`config.mk`:
```
export PLATFORM = sky130hd
export DESIGN_NAME = nmea_sentence_checksum_checker_unit
export DESIGN_NICKNAME = d
export VERILOG_FILES = /design/src/rtl/nscc_pkg.sv /design/src/rtl/nscc_framer.sv /design/src/rtl/nmea_sentence_checksum_checker_unit.sv
export SDC_FILE = /design/constraint.sdc
export NUM_CORES = 1
export LEC_CHECK = 0
export ABC_AREA = 1
export BUFFER_PORTS_ARGS = -buffer_cell sky130_fd_sc_hd__buf_2
export CORE_ASPECT_RATIO = 0.7
export CORE_MARGIN = 2
export CORE_UTILIZATION = 40
export DETAILED_ROUTE_END_ITERATION = 10
export GPL_TIMING_DRIVEN = 1
export HOLD_SLACK_MARGIN = 0.05
export PLACE_DENSITY_LB_ADDON = 0.25
export SYNTH_ARGS = -nofsm -noshare
export SYNTH_HDL_FRONTEND = slang
export SYNTH_SLANG_ARGS = --single-unit
```
`constraint.sdc`:
```
create_clock -name aclk -period 6.55 [get_ports aclk]
set_input_delay 1.6375 -clock aclk [delete_from_list [all_inputs] [get_ports aclk]]
set_output_delay 1.6375 -clock aclk [all_outputs]
set_load 0.005 [all_outputs]
```
`src/rtl/nscc_pkg.sv`:
```
// Package for the NMEA sentence checksum checker: constants, result type, hex decode.
package nscc_pkg;

    localparam int LEN_W  = 10;
    localparam int CNT_W  = 32;
    localparam int BYTE_W = 8;
    localparam int NIB_W  = 5;

    localparam logic [BYTE_W-1:0] CHAR_DOLLAR  = 8'h24;
    localparam logic [BYTE_W-1:0] CHAR_STAR    = 8'h2A;
    localparam logic [BYTE_W-1:0] CHAR_NEWLINE = 8'h0A;

    localparam logic [LEN_W-1:0] MIN_LENGTH  = 10'd7;
    localparam logic [LEN_W-1:0] LIMIT_RESET = 10'd192;
    localparam logic [NIB_W-1:0] NIB_INVALID = 5'd16;

    // Register index of the length limit
    localparam logic REG_LENGTH_LIMIT = 1'b0;

    // Result payload: 1 + 10 + 8 + 32 = 51 bits, padded to 56 on the bus
    localparam int RES_W   = 1 + LEN_W + BYTE_W + CNT_W;
    localparam int M_TDATA_W = ((RES_W + 7) / 8) * 8;

    typedef struct packed {
        logic [CNT_W-1:0]  valid_total;
        logic [BYTE_W-1:0] computed_checksum;
        logic [LEN_W-1:0]  sentence_length;
        logic              checksum_ok;
    } result_t;

    // Decode one ASCII hex digit, either case; non-digits give the invalid marker
    function automatic logic [NIB_W-1:0] hex_digit(input logic [BYTE_W-1:0] c);
        logic [NIB_W-1:0] d;
        d = NIB_INVALID;
        if (c inside {[8'h30:8'h39]}) begin
            d = NIB_W'(c - 8'h30);
        end else if (c inside {[8'h41:8'h46]}) begin
            d = NIB_W'(c - 8'h41 + 8'd10);
        end else if (c inside {[8'h61:8'h66]}) begin
            d = NIB_W'(c - 8'h61 + 8'd10);
        end
        return d;
    endfunction

endpackage

```
`src/rtl/nscc_framer.sv`:
```
// Sentence framer: running length, XOR, star tracking, digit capture and valid count.
module nscc_framer
    import nscc_pkg::*;
(
    input  logic              aclk,
    input  logic              aresetn,
    input  logic              byte_accept,
    input  logic [BYTE_W-1:0] rx_byte,
    input  logic [LEN_W-1:0]  length_limit,
    output logic              res_valid,
    output result_t           res
);

    logic [LEN_W-1:0]  open_len_reg, open_len_next;
    logic [BYTE_W-1:0] xor_reg, xor_next;
    logic              star_seen_reg, star_seen_next;
    logic [LEN_W-1:0]  star_pos_reg, star_pos_next;
    logic [NIB_W-1:0]  hi_nib_reg, hi_nib_next;
    logic [NIB_W-1:0]  lo_nib_reg, lo_nib_next;
    logic [CNT_W-1:0]  count_reg, count_next;

    logic [LEN_W:0]    len_plus1;
    logic [LEN_W:0]    star_plus1;
    logic [LEN_W:0]    star_plus2;
    logic              ok;

    assign len_plus1  = {1'b0, open_len_reg} + 1'b1;
    assign star_plus1 = {1'b0, star_pos_reg} + 1'b1;
    assign star_plus2 = {1'b0, star_pos_reg} + 2'd2;

    // Framing and checksum checks for a closing newline
    assign ok = (open_len_reg >= MIN_LENGTH)
             && star_seen_reg
             && (star_plus2 < {1'b0, open_len_reg})
             && !hi_nib_reg[NIB_W-1]
             && !lo_nib_reg[NIB_W-1]
             && (xor_reg == {hi_nib_reg[3:0], lo_nib_reg[3:0]});

    // Step the sentence state for one byte
    always_comb begin
        open_len_next  = open_len_reg;
        xor_next       = xor_reg;
        star_seen_next = star_seen_reg;
        star_pos_next  = star_pos_reg;
        hi_nib_next    = hi_nib_reg;
        lo_nib_next    = lo_nib_reg;
        count_next     = count_reg;
        res_valid      = 1'b0;
        res.checksum_ok       = ok;
        res.sentence_length   = open_len_reg;
        res.computed_checksum = xor_reg;
        res.valid_total       = count_reg + CNT_W'(ok);
        if (byte_accept) begin
            if (rx_byte == CHAR_DOLLAR) begin
                open_len_next  = 10'd1;
                xor_next       = '0;
                star_seen_next = 1'b0;
                star_pos_next  = '0;
                hi_nib_next    = NIB_INVALID;
                lo_nib_next    = NIB_INVALID;
            end else if (open_len_reg != '0) begin
                if (rx_byte == CHAR_NEWLINE) begin
                    res_valid     = 1'b1;
                    count_next    = res.valid_total;
                    open_len_next = '0;
                end else if (len_plus1 >= {1'b0, length_limit}) begin
                    // drop an overlong sentence
                    open_len_next = '0;
                end else begin
                    if (!star_seen_reg) begin
                        if (rx_byte == CHAR_STAR) begin
                            star_seen_next = 1'b1;
                            star_pos_next  = open_len_reg;
                        end else begin
                            xor_next = xor_reg ^ rx_byte;
                        end
                    end else if ({1'b0, open_len_reg} == star_plus1) begin
                        hi_nib_next = hex_digit(rx_byte);
                    end else if ({1'b0, open_len_reg} == star_plus2) begin
                        lo_nib_next = hex_digit(rx_byte);
                    end
                    open_len_next = len_plus1[LEN_W-1:0];
                end
            end
        end
    end

    // Hold the sentence state
    always_ff @(posedge aclk) begin
        if (!aresetn) begin
            open_len_reg  <= '0;
            xor_reg       <= '0;
            star_seen_reg <= 1'b0;
            star_pos_reg  <= '0;
            hi_nib_reg    <= NIB_INVALID;
            lo_nib_reg    <= NIB_INVALID;
            count_reg     <= '0;
        end else begin
            open_len_reg  <= open_len_next;
            xor_reg       <= xor_next;
            star_seen_reg <= star_seen_next;
            star_pos_reg  <= star_pos_next;
            hi_nib_reg    <= hi_nib_next;
            lo_nib_reg    <= lo_nib_next;
            count_reg     <= count_next;
        end
    end

    a_count_advances: assert property (@(posedge aclk) disable iff (!aresetn)
        res_valid && res.checksum_ok |=> count_reg == $past(count_reg) + 1'b1)
        else $error("valid count did not advance on a good sentence");

    a_count_holds: assert property (@(posedge aclk) disable iff (!aresetn)
        !(res_valid && res.checksum_ok) |=> $stable(count_reg))
        else $error("valid count moved without a good sentence");

    a_close_resets: assert property (@(posedge aclk) disable iff (!aresetn)
        res_valid |=> open_len_reg == '0)
        else $error("sentence still open after its newline");

endmodule

```
`src/rtl/nmea_sentence_checksum_checker_unit.sv`:
```
// Top level of the NMEA sentence checksum checker: stream ports, register port, result buffer.
//
// The checker takes one received byte per clock on the s_ stream while s_tready is high
// and frames NMEA sentences: '$' opens a sentence, the bytes up to the first '*' are XORed,
// the two bytes after it are read as hex digits, and a newline closing an open sentence
// gives one result transfer on the m_ stream (pass flag, length, computed XOR, running
// count of good sentences). Each byte is handled in the cycle it is accepted by the framer
// state update, so the sustained rate is one byte per cycle while s_tready stays high; a
// result is registered in the result register, or in the skid register while that is held.
// A two-entry output buffer (result register plus skid register) lets bytes keep flowing
// while a result waits; s_tready drops only when both entries are full. The length_limit
// register (APB offset 0, reset 192) sets the length at which an open sentence is dropped
// without a result; write it only while the stream is idle.
module nmea_sentence_checksum_checker_unit
    import nscc_pkg::*;
(
    input  logic                 aclk,
    input  logic                 aresetn,
    // APB register port
    input  logic                 psel,
    input  logic                 penable,
    input  logic                 pwrite,
    input  logic [2:0]           paddr,
    input  logic [31:0]          pwdata,
    output logic [31:0]          prdata,
    output logic                 pready,
    // Byte input
    input  logic                 s_tvalid,
    output logic                 s_tready,
    input  logic [7:0]           s_tdata,   // [7:0] rx_byte
    // Result output
    output logic                 m_tvalid,
    input  logic                 m_tready,
    // [0] checksum_ok, [10:1] sentence_length, [18:11] computed_checksum,
    // [50:19] valid_total, [55:51] zero
    output logic [M_TDATA_W-1:0] m_tdata
);

    logic [LEN_W-1:0] limit_reg;
    logic             byte_accept;
    logic             res_valid;
    result_t          res;
    logic             m_valid_reg;
    result_t          m_data_reg;
    logic             skid_valid_reg;
    result_t          skid_data_reg;
    logic             take;
    logic             reg_sel;

    assign pready  = 1'b1;
    assign reg_sel = (paddr[2] == REG_LENGTH_LIMIT);

    // Write the length limit
    always_ff @(posedge aclk) begin
        if (!aresetn) begin
            limit_reg <= LIMIT_RESET;
        end else if (psel && penable && pwrite && pready && reg_sel) begin
            limit_reg <= pwdata[LEN_W-1:0];
        end
    end

    assign prdata = reg_sel ? {{(32-LEN_W){1'b0}}, limit_reg} : '0;

    assign s_tready    = !skid_valid_reg;
    assign byte_accept = s_tvalid && s_tready;

    nscc_framer u_framer (
        .aclk         (aclk),
        .aresetn      (aresetn),
        .byte_accept  (byte_accept),
        .rx_byte      (s_tdata),
        .length_limit (limit_reg),
        .res_valid    (res_valid),
        .res          (res)
    );

    assign take = m_valid_reg && m_tready;

    // Advance the result register and skid register
    always_ff @(posedge aclk) begin
        if (!aresetn) begin
            m_valid_reg    <= 1'b0;
            skid_valid_reg <= 1'b0;
        end else begin
            if (!m_valid_reg || take) begin
                if (skid_valid_reg) begin
                    m_valid_reg    <= 1'b1;
                    skid_valid_reg <= res_valid;
                end else begin
                    m_valid_reg    <= res_valid;
                end
            end else if (res_valid) begin
                skid_valid_reg <= 1'b1;
            end
        end
    end

    always_ff @(posedge aclk) begin
        if (!m_valid_reg || take) begin
            if (skid_valid_reg) begin
                m_data_reg <= skid_data_reg;
                if (res_valid) begin
                    skid_data_reg <= res;
                end
            end else if (res_valid) begin
                m_data_reg <= res;
            end
        end else if (res_valid) begin
            skid_data_reg <= res;
        end
    end

    assign m_tvalid = m_valid_reg;
    assign m_tdata  = {{(M_TDATA_W-RES_W){1'b0}}, m_data_reg};

    a_skid_behind_main: assert property (@(posedge aclk) disable iff (!aresetn)
        skid_valid_reg |-> m_valid_reg)
        else $error("skid entry held while result register empty");

    a_stalled_result_lands: assert property (@(posedge aclk) disable iff (!aresetn)
        m_valid_reg && !m_tready && res_valid |=> skid_valid_reg && m_valid_reg)
        else $error("result arriving under stall was lost");

    a_result_held: assert property (@(posedge aclk) disable iff (!aresetn)
        m_tvalid && !m_tready |=> m_tvalid && $stable(m_tdata))
        else $error("result changed while waiting for transfer");

endmodule
```
# == After elaboration in Yosys (flattened, before gate mapping) ==
# Cells that the tools add are included.
# classes
add_sub_neg,9
order_cmp,9
div_mod_pow,0
shift,0
n_reduce_logical,34
multipliers,0
eq_ne,12
bitwise,3
mux,52
# ops
op,n
$mux 51,5
$mux 10,11
$mux 5,16
$mux 8,6
$add 32x1->32,1
$add 10x1->11 const B,2
$eq 10x11->1,2
$reduce_and 6->1,3
$eq 8x6->1 const B,2
$ge 8x7->1 const B,2
$le 8x7->1 const B,2
$mux 1,14
$reduce_bool 2->1,7
$logic_and 1x1->1,13
$add 10x2->11 const B,1
$ge 11x10->1,1
$lt 11x10->1,1
$add 5x4->5 const B,2
$ge 10x3->1 const B,1
$reduce_bool 10->1,1
$sub 5x1->5 const B,2
$eq 8x4->1 const B,1
$eq 8x8->1,1
$ge 8x6->1 const B,1
11 further kinds,21
# totals
elab_cells,137
memories,0
ram_bits,0
rom_bits,0
latchBits,0
ff_bits,185
output_inout_bits,91

# == Longest topological paths before layout ==
# Gate-level depths: netlist of run 1.
# logic_depth
depth_word,12
mapped_depth,25

# == Modules after synthesis ==
# From an unflattened synthesis of run 1, not the netlist that was laid out.
# unflattened
cells_unflattened,1205
area_unflattened_um2,9781.9
# by_module_without_submodules
mod,cells_per_inst,n_inst,area_per_inst_um2
nscc_framer,806,1,5197.5
nmea_sentence_checksum_checker_unit,399,1,4584.4

# == Worst setup path before layout of run 1 ==
# No wires, ideal clock.
# synth_path
kind,input to register
from,in s_tdata[0]
to,"reg skid_data_reg[0] (netlist bit), enable pin"
slack_ps,1124
path_stages,9
setup_time_ps,460
t_arrival_ps,4967
required_time_ps,6090
path_cell_list,inv_1 ha_1 inv_1 nor3_2 nand3_2 nor3_2 inv_2 buf_2 nor2_1
# synth_lines
element,line_no,rtl
"start, declared",nmea_sentence_checksum_checker_unit.sv:30,"input logic [7:0] s_tdata,"
"end signal, assigned",nmea_sentence_checksum_checker_unit.sv:103,skid_data_reg <= res;
"end signal, assigned",nmea_sentence_checksum_checker_unit.sv:109,skid_data_reg <= res;
"end, declared",nmea_sentence_checksum_checker_unit.sv:46,result_t skid_data_reg;

==> tab_implementation.tex, run 1 <==
\begin{tabular}{lr}
\hline
Metric & Value \\
\hline
\multicolumn{2}{l}{\textbf{Status}} \\
Result of the run & completed \\
\multicolumn{2}{l}{\textbf{Pwr}} \\
Total power density per cell area & 220 nW/µm² \\
Tot Pwr & 2.40 mW \\
Leakage & 4.59 nW \\
Peak supply drop & 0.190 mV \\
\multicolumn{2}{l}{\textbf{Global routing}} \\
Vias in the first global route & 6,724 \\
Grt ovf & 0 \\
First-pass GRT wire length & 36,100 µm \\
Total global-route track usage & 0.182 \\
Largest net degree at the start of global routing & 75 \\
Antenna violations before repair & 0 \\
\multicolumn{2}{l}{\textbf{Timing}} \\
Highest achievable clock rate & 0.210 GHz \\
Final min period & 4.76 ns \\
Final Max Slew Viols & 0 \\
RSZ-0062 raised after global routing & no \\
Worst slew margin relative to its limit & 0.493 \\
Hold Vio Cnt, Final & 0 \\
Post-route setup slack & 1.79 ns \\
Final Cycle Share & 0.727 \\
Accumulated negative setup slack & 0 ns \\
Final setup violation count & 0 \\
Maximum clock skew at final layout & 0.0142 ns \\
Worst-margin pin slew & 0.755 ns \\
\multicolumn{2}{l}{\textbf{Drt}} \\
Wire length on met2 & 9130 µm \\
WL/cell & 14.3 µm \\
Post-DR vias/cell & 4.83 \\
Detailed-routing iteration count for the pre-antenna-repair pass & 5 \\
Remaining antenna violation count & 0 \\
Post-detailed-routing wire length & 22,300 µm \\
DR iter-0 viols & 625 \\
Uppermost metal layer occupied by signal nets & met4 \\
Number of vias in the routed layout & 7,524 \\
Sum of met3 wire segment lengths after detailed routing & 1170 µm \\
Met1 wire length & 11,800 µm \\
Post-route DRC violation count & 0 \\
\multicolumn{2}{l}{\textbf{Worst setup path}} \\
Data arrival time of the critical path & 5.07 ns \\
Maximum fanout encountered on the critical timing path & 7 \\
First element of the critical path & u\_framer.star\_pos\_reg[2] \\
Startpoint Class & flip-flop \\
Reg2Reg Launch Point & u\_framer.star\_pos\_reg[2] \\
Worst EP required & 6.86 ns \\
Critical setup path kind & reg2reg \\
CP Capture Type & flip-flop \\
\multicolumn{2}{l}{\textbf{Floorplanning}} \\
Area of the core & 23,600 µm² \\
Chip width & 189 µm \\
Effective utilization at floorplan & 0.406 \\
Placement row count & 47 \\
Die Area & 25,300 µm² \\
Vert. Die Dim & 134 µm \\
Ports placed on the boundary & 141 \\
\multicolumn{2}{l}{\textbf{Min path}} \\
Worst Hold Launch & m\_tvalid \\
Tightest Hold Check Type & reg2reg \\
\multicolumn{2}{l}{\textbf{Placed design}} \\
Worst Setup Slack post-DPL & 1.61 ns \\
Final weighted congestion in routability-driven placement & 0.896 \\
Total half-perimeter wirelength after legalization and detailed placement & 15,900 µm \\
Number of buffers inserted by port buffering & 88 \\
\multicolumn{2}{l}{\textbf{Clock tree}} \\
CTS tree & built \\
Clock sink count & 185 \\
H-tree levels & 4 \\
Post-CTS clock slew at the launch and capture registers of the worst setup and hold paths & 0.07 ns \\
Clk Latency, worst-skew pair & 0.44 ns \\
Total of hold buffers inserted after clock tree synthesis & 0 \\
Cts bufs inserted & 17 \\
Clock tree root buffer cell & clkbuf\_16 \\
Largest buffer count on any clock path & 2 \\
Post-CTS Setup Bufs & 0 \\
Post-cts repair resize count & 0 \\
\multicolumn{2}{l}{\textbf{Synth}} \\
Largest area contributor in the synthesized netlist & edfxtp\_1 \\
Synth Instances & 1,149 \\
Most used flip-flop cell after synthesis & edfxtp\_1 \\
Count of distinct cell types in the synthesized netlist & 48 \\
Largest cells by area after synthesis & edfxtp\_1, dfxtp\_1, nand2\_1 \\
Area of the mapped netlist & 9610 µm² \\
Total of warnings raised by yosys & 0 \\
Sequential cell area fraction in the yosys report & 0.492 \\
Share of async-settable or async-resettable flops after synthesis & 0 \\
Syn avg cell area & 8.36 µm² \\
Fraction of post-synthesis cell area in the top cell type by area & 0.319 \\
\#FFs+latches synth & 185 \\
Number of flops mapped to enable cells by yosys & 102 \\
\multicolumn{2}{l}{\textbf{Layout}} \\
Commonest cells after routing, fill and taps aside & nand2\_1, inv\_1, edfxtp\_1 \\
Post-Route Utilization & 0.462 \\
Area taken by flip-flops and latches & 4730 µm² \\
Post-layout net count & 1,308 \\
\# diodes & 0 \\
Synthesis-to-layout area growth & 13.6\% \\
Commonest non-fill, non-tap cell in the layout & nand2\_1 \\
Proportion of layout cells with a drive suffix above 1 & 0.147 \\
Area taken by multi-input logic gates & 4070 µm² \\
\# fillers & 2,361 \\
\multicolumn{2}{l}{\textbf{Job}} \\
Count of maximum capacitance violations & 0 \\
\hline
\end{tabular}
-- report_power, final --
part	internal [mW]	leakage [nW]	switching, mW
Sequential	1.21	1.63	0.00101
Combinational	0.0177	2.64	0.0399
Clock	0.626	0.319	0.500
Total	1.86	4.59	0.541
-- final cells by class --
| cell class | instances | area share |
|---|---|---|
| sequential | 185 | 0.433 |
| multi-input combinational | 778 | 0.373 |
| inverter | 147 | 0.0508 |
| timing repair buffer | 97 | 0.0466 |
| clock buffer | 17 | 0.0390 |
| tap | 318 | 0.0365 |
| clock inverter | 15 | 0.0209 |
-- metrics by stage --
stage	cell area [µm²]	instances	hold WS [ns]
after global placement	10300	1525	0.458
after detailed placement	10300	1525	0.468
after floorplan	9710	1175	0.407
after CTS	10900	1557	0.487
after global routing	10900	1557	0.501
final	10900	1557	0.489
-- layer usage --
layer  global-route usage  vias to the layer above
li1                     -                     3872
met1                0.278                     3443
met2                0.257                      193
met3               0.0443                       16
met4               0.0409                        0
met5                    0                        -
-- cell usage after synthesis, types with 2 or more instances --
cell	instances
a31oi_1	5
o21bai_1	3
nor3_1	16
inv_1	135
a21oi_2	9
nor3_2	6
conb_1	2
dfxtp_1	83
clkbuf_1	27
buf_2	5
nor2_2	5
nor4_1	7
nor2_4	2
nand2_2	5
o21ai_1	15
a211oi_1	2
nand3_1	42
and3_1	2
a21oi_1	76
o211ai_1	3
clkbuf_2	3
nor2_1	94
edfxtp_1	102
or2_2	3
nand3_2	6
o21a_1	2
xor2_1	39
inv_2	8
o2111ai_1	2
clkinv_1	3
ha_1	32
xnor2_1	2
nand2_1	274
nand4_1	14
buf_4	29
o21ai_0	74
-- final timing paths --
| path | end | slack, ns | depth (start not counted) |
|---|---|---|---|
| min reg2reg | skid_valid_reg | 0.49 | 2 |
| max reg2reg | m_tdata[47] | 1.79 | 20 |
| min | skid_valid_reg | 0.49 | 2 |
| max | m_tdata[47] | 1.79 | 20 |
-- cell families (layout without fill, tap and decap cells) --
family	Yosys count	after routing	share of synthesized area
other	2	28	0.000782
adder cells (fa/ha/maj)	32	32	0.0417
AND/OR/NAND/NOR	483	483	0.222
XOR/XNOR	41	41	0.0374
flip-flops	185	185	0.492
buffers and inverters	212	276	0.0962
AO/OA/AOI/OAI	194	194	0.110
-- critical path, cell delays in order (launching register included) --
cell and delay, ns:
dfxtp_1 0.45, ha_1 0.24, inv_1 0.05, nor2_1 0.24, nand2_1 0.12, xor2_1 0.16, ha_1 0.31, nand2_1 0.12
o221ai_1 0.11, nor4b_1 0.48, nand2_1 0.19, inv_1 0.17, ha_1 0.20, ha_1 0.21, nand3_2 0.14, nor3_1 0.66
nand2_1 0.17, nor2_1 0.17, xor2_1 0.27, nand2_1 0.09, nand2_1 0.06
Note: power is estimated with default switching activity, not from simulation.
==> run 2: changes to the inputs <==
Clock period 6.55 ns to 4.7 ns, I/O delays scaled along.
==> tab_implementation.tex, run 2 (synthesized netlist as in run 1, its figures left out) <==
\begin{tabular}{lr}
\hline
Metric & Value \\
\hline
\multicolumn{2}{l}{\textbf{Status}} \\
Result of the run & completed \\
\multicolumn{2}{l}{\textbf{Worst setup path}} \\
Reg2Reg Launch Point & u\_framer.star\_pos\_reg[1] \\
CP Capture Type & flip-flop \\
Worst EP required & 4.90 ns (-1.96 ns) \\
R2R setup slack & 0.52 ns (-1.27 ns) \\
Number of cells on the worst reg-to-reg path & 23 (+15\%) \\
First element of the critical path & u\_framer.star\_pos\_reg[1] \\
Startpoint Class & flip-flop \\
Data arrival time of the critical path & 4.38 ns (-0.69 ns) \\
Critical setup path kind & reg2reg \\
Endpoint of the lowest-slack register-to-register path & m\_tdata[49] \\
Maximum fanout encountered on the critical timing path & 6 (-1) \\
\multicolumn{2}{l}{\textbf{Timing}} \\
Final min period & 4.18 ns (-0.579 ns) \\
RSZ-0062 raised after global routing & no \\
Final Cycle Share & 0.889 (+0.163) \\
Accumulated negative setup slack & 0 ns (unchanged) \\
Maximum clock skew at final layout & 0.00934 ns (-0.00486 ns) \\
Highest achievable clock rate & 0.239 GHz (+14\%) \\
Final Max Slew Viols & 0 (unchanged) \\
Final setup violation count & 0 (unchanged) \\
Worst slew margin relative to its limit & 0.517 (+0.0246) \\
Hold Vio Cnt, Final & 0 (unchanged) \\
Worst-margin pin slew & 0.724 ns (-0.0310 ns) \\
\multicolumn{2}{l}{\textbf{Min path}} \\
Tightest Hold Check Type & reg2reg \\
Worst Hold Launch & u\_framer.xor\_reg[7] \\
Hold worst-path end & skid\_data\_reg[18] \\
Instance count along the most critical hold path & 0 (-2) \\
\multicolumn{2}{l}{\textbf{Global routing}} \\
Vias in the first global route & 6,742 (+0.27\%) \\
First-pass GRT wire length & 36,400 µm (+0.84\%) \\
Antenna violations before repair & 0 (unchanged) \\
Grt ovf & 0 (unchanged) \\
Largest net degree at the start of global routing & 75 (unchanged) \\
Total global-route track usage & 0.183 (+0.00138) \\
\multicolumn{2}{l}{\textbf{Pwr}} \\
Total power density per cell area & 294 nW/µm² (+34\%) \\
Leakage & 4.59 nW (about the same) \\
Peak supply drop & 0.252 mV (+33\%) \\
\multicolumn{2}{l}{\textbf{Drt}} \\
Post-route DRC violation count & 0 (unchanged) \\
Number of vias in the routed layout & 7,588 (+0.85\%) \\
DR iter-0 viols & 557 (-11\%) \\
Post-detailed-routing wire length & 22,900 µm (+3.0\%) \\
Detailed-routing iteration count for the pre-antenna-repair pass & 5 (unchanged) \\
Post-DR vias/cell & 4.85 (+0.34\%) \\
Remaining antenna violation count & 0 (unchanged) \\
WL/cell & 14.7 µm (+2.5\%) \\
\multicolumn{2}{l}{\textbf{Job}} \\
Count of maximum capacitance violations & 0 (unchanged) \\
\multicolumn{2}{l}{\textbf{Clock tree}} \\
Clk Latency, worst-skew pair & 0.44 ns (about the same) \\
Cts bufs inserted & 17 (unchanged) \\
Total of hold buffers inserted after clock tree synthesis & 0 (unchanged) \\
H-tree levels & 4 (unchanged) \\
CTS tree & built \\
Largest buffer count on any clock path & 2 (unchanged) \\
Post-CTS clock slew at the launch and capture registers of the worst setup and hold paths & 0.07 ns (about the same) \\
Clock tree root buffer cell & clkbuf\_16 \\
Clock sink count & 185 (unchanged) \\
\multicolumn{2}{l}{\textbf{Placed design}} \\
Number of buffers inserted by port buffering & 88 (unchanged) \\
Total half-perimeter wirelength after legalization and detailed placement & 16,300 µm (+2.7\%) \\
Final weighted congestion in routability-driven placement & 0.927 (+3.5\%) \\
\multicolumn{2}{l}{\textbf{Floorplanning}} \\
Effective utilization at floorplan & 0.406 (unchanged) \\
Chip width & 189 µm (unchanged) \\
Ports placed on the boundary & 141 (unchanged) \\
Area of the core & 23,600 µm² (unchanged) \\
Placement row count & 47 (unchanged) \\
Die Area & 25,300 µm² (unchanged) \\
Vert. Die Dim & 134 µm (unchanged) \\
\multicolumn{2}{l}{\textbf{Layout}} \\
Post-Route Utilization & 0.461 (about the same) \\
Commonest non-fill, non-tap cell in the layout & nand2\_1 \\
\# diodes & 0 (unchanged) \\
Commonest cells after routing, fill and taps aside & nand2\_1, inv\_1, edfxtp\_1 \\
Post-layout net count & 1,316 (+0.61\%) \\
Proportion of layout cells with a drive suffix above 1 & 0.152 (+0.00467) \\
Synthesis-to-layout area growth & 13.5\% (about the same) \\
\hline
\end{tabular}
==> run 2: changes by cell type in the layout (fill, tap and decap cells not counted), sizes merged <==
cell	change
clkbuf	+3
clkinvlp	+2
clkinv	-1
bufinv	-1
inv	-3
buf	+8
==> run 2: what timing repair did <==
action	4_1_cts	5_1_grt
buffers inserted	0	0
endpoints found under the setup margin	0	8
hold endpoints to repair	0	0
gates resized for setup	0	3
==> run 2: layer usage <==
metal	vias up	track usage	share of wire	wire length [µm]
met5	-	0	0	0
met4	0	0.0418	0.0097	223
met3	18	0.0395	0.054	1240
met2	201	0.258	0.41	9350
met1	3481	0.284	0.53	12100
li1	3888	-	-	-
==> run 2: worst max-delay path by stage <==
stage | to | cells past startpoint | slack, ns
detailed placement | m_tdata[49] | 23 | 0.34
floorplan | skid_data_reg[0] | 9 | 0.59
CTS | m_tdata[49] | 23 | 0.33
global route | m_tdata[49] | 25 | 0.05
global placement | m_tdata[49] | 23 | 0.42
finish | m_tdata[49] | 23 | 0.52
==> run 2: worst max-delay path, stage by stage (launching register included) <==
cell and delay (ns):
dfxtp_2 0.39, ha_1 0.22, inv_1 0.06, nor2_2 0.19
nand2_1 0.10, xor2_1 0.15, ha_1 0.31, nand2_1 0.09
o221ai_1 0.10, nor4b_1 0.30, nand2_1 0.13, inv_1 0.16
ha_1 0.19, ha_1 0.20, nand3_2 0.13, nor2_2 0.15
nand3_2 0.10, nor2_2 0.16, nand3_1 0.17, nor2_2 0.19
nand3_1 0.11, xor2_1 0.18, nand2_1 0.07, nand2_1 0.05
==> run 2: power breakdown <==
group          total [mW]  internal, mW  switching (mW)  leakage, nW
logic              0.0809        0.0248          0.0561         2.68
registers            1.69          1.69         0.00139         1.63
clock network        1.43         0.793           0.642        0.276
==> run 2: layout make-up <==
type / count / area [µm²]
Sequential cell: 185 / 4730
Tap cell: 318 / 398
Fill cell: 2355 / 12700
Multi-Input combinational cell: 778 / 4080
Clock buffer: 20 / 437
Clock inverter: 12 / 141
Inverter: 147 / 554
Timing Repair Buffer: 105 / 568
==> run 2: stage by stage <==
step	std cells	worst slack [ns]	hold slack [ns]	total power, mW	area (µm²)
floorplan	1175	0.595	0.407	1.80	9710
global placement	1533	0.416	0.456	1.81	10300
detailed placement	1533	0.344	0.461	1.81	10300
CTS	1565	0.331	0.481	3.25	10900
global route	1565	0.0479	0.495	3.32	10900
finish	1565	0.520	0.481	3.21	10900
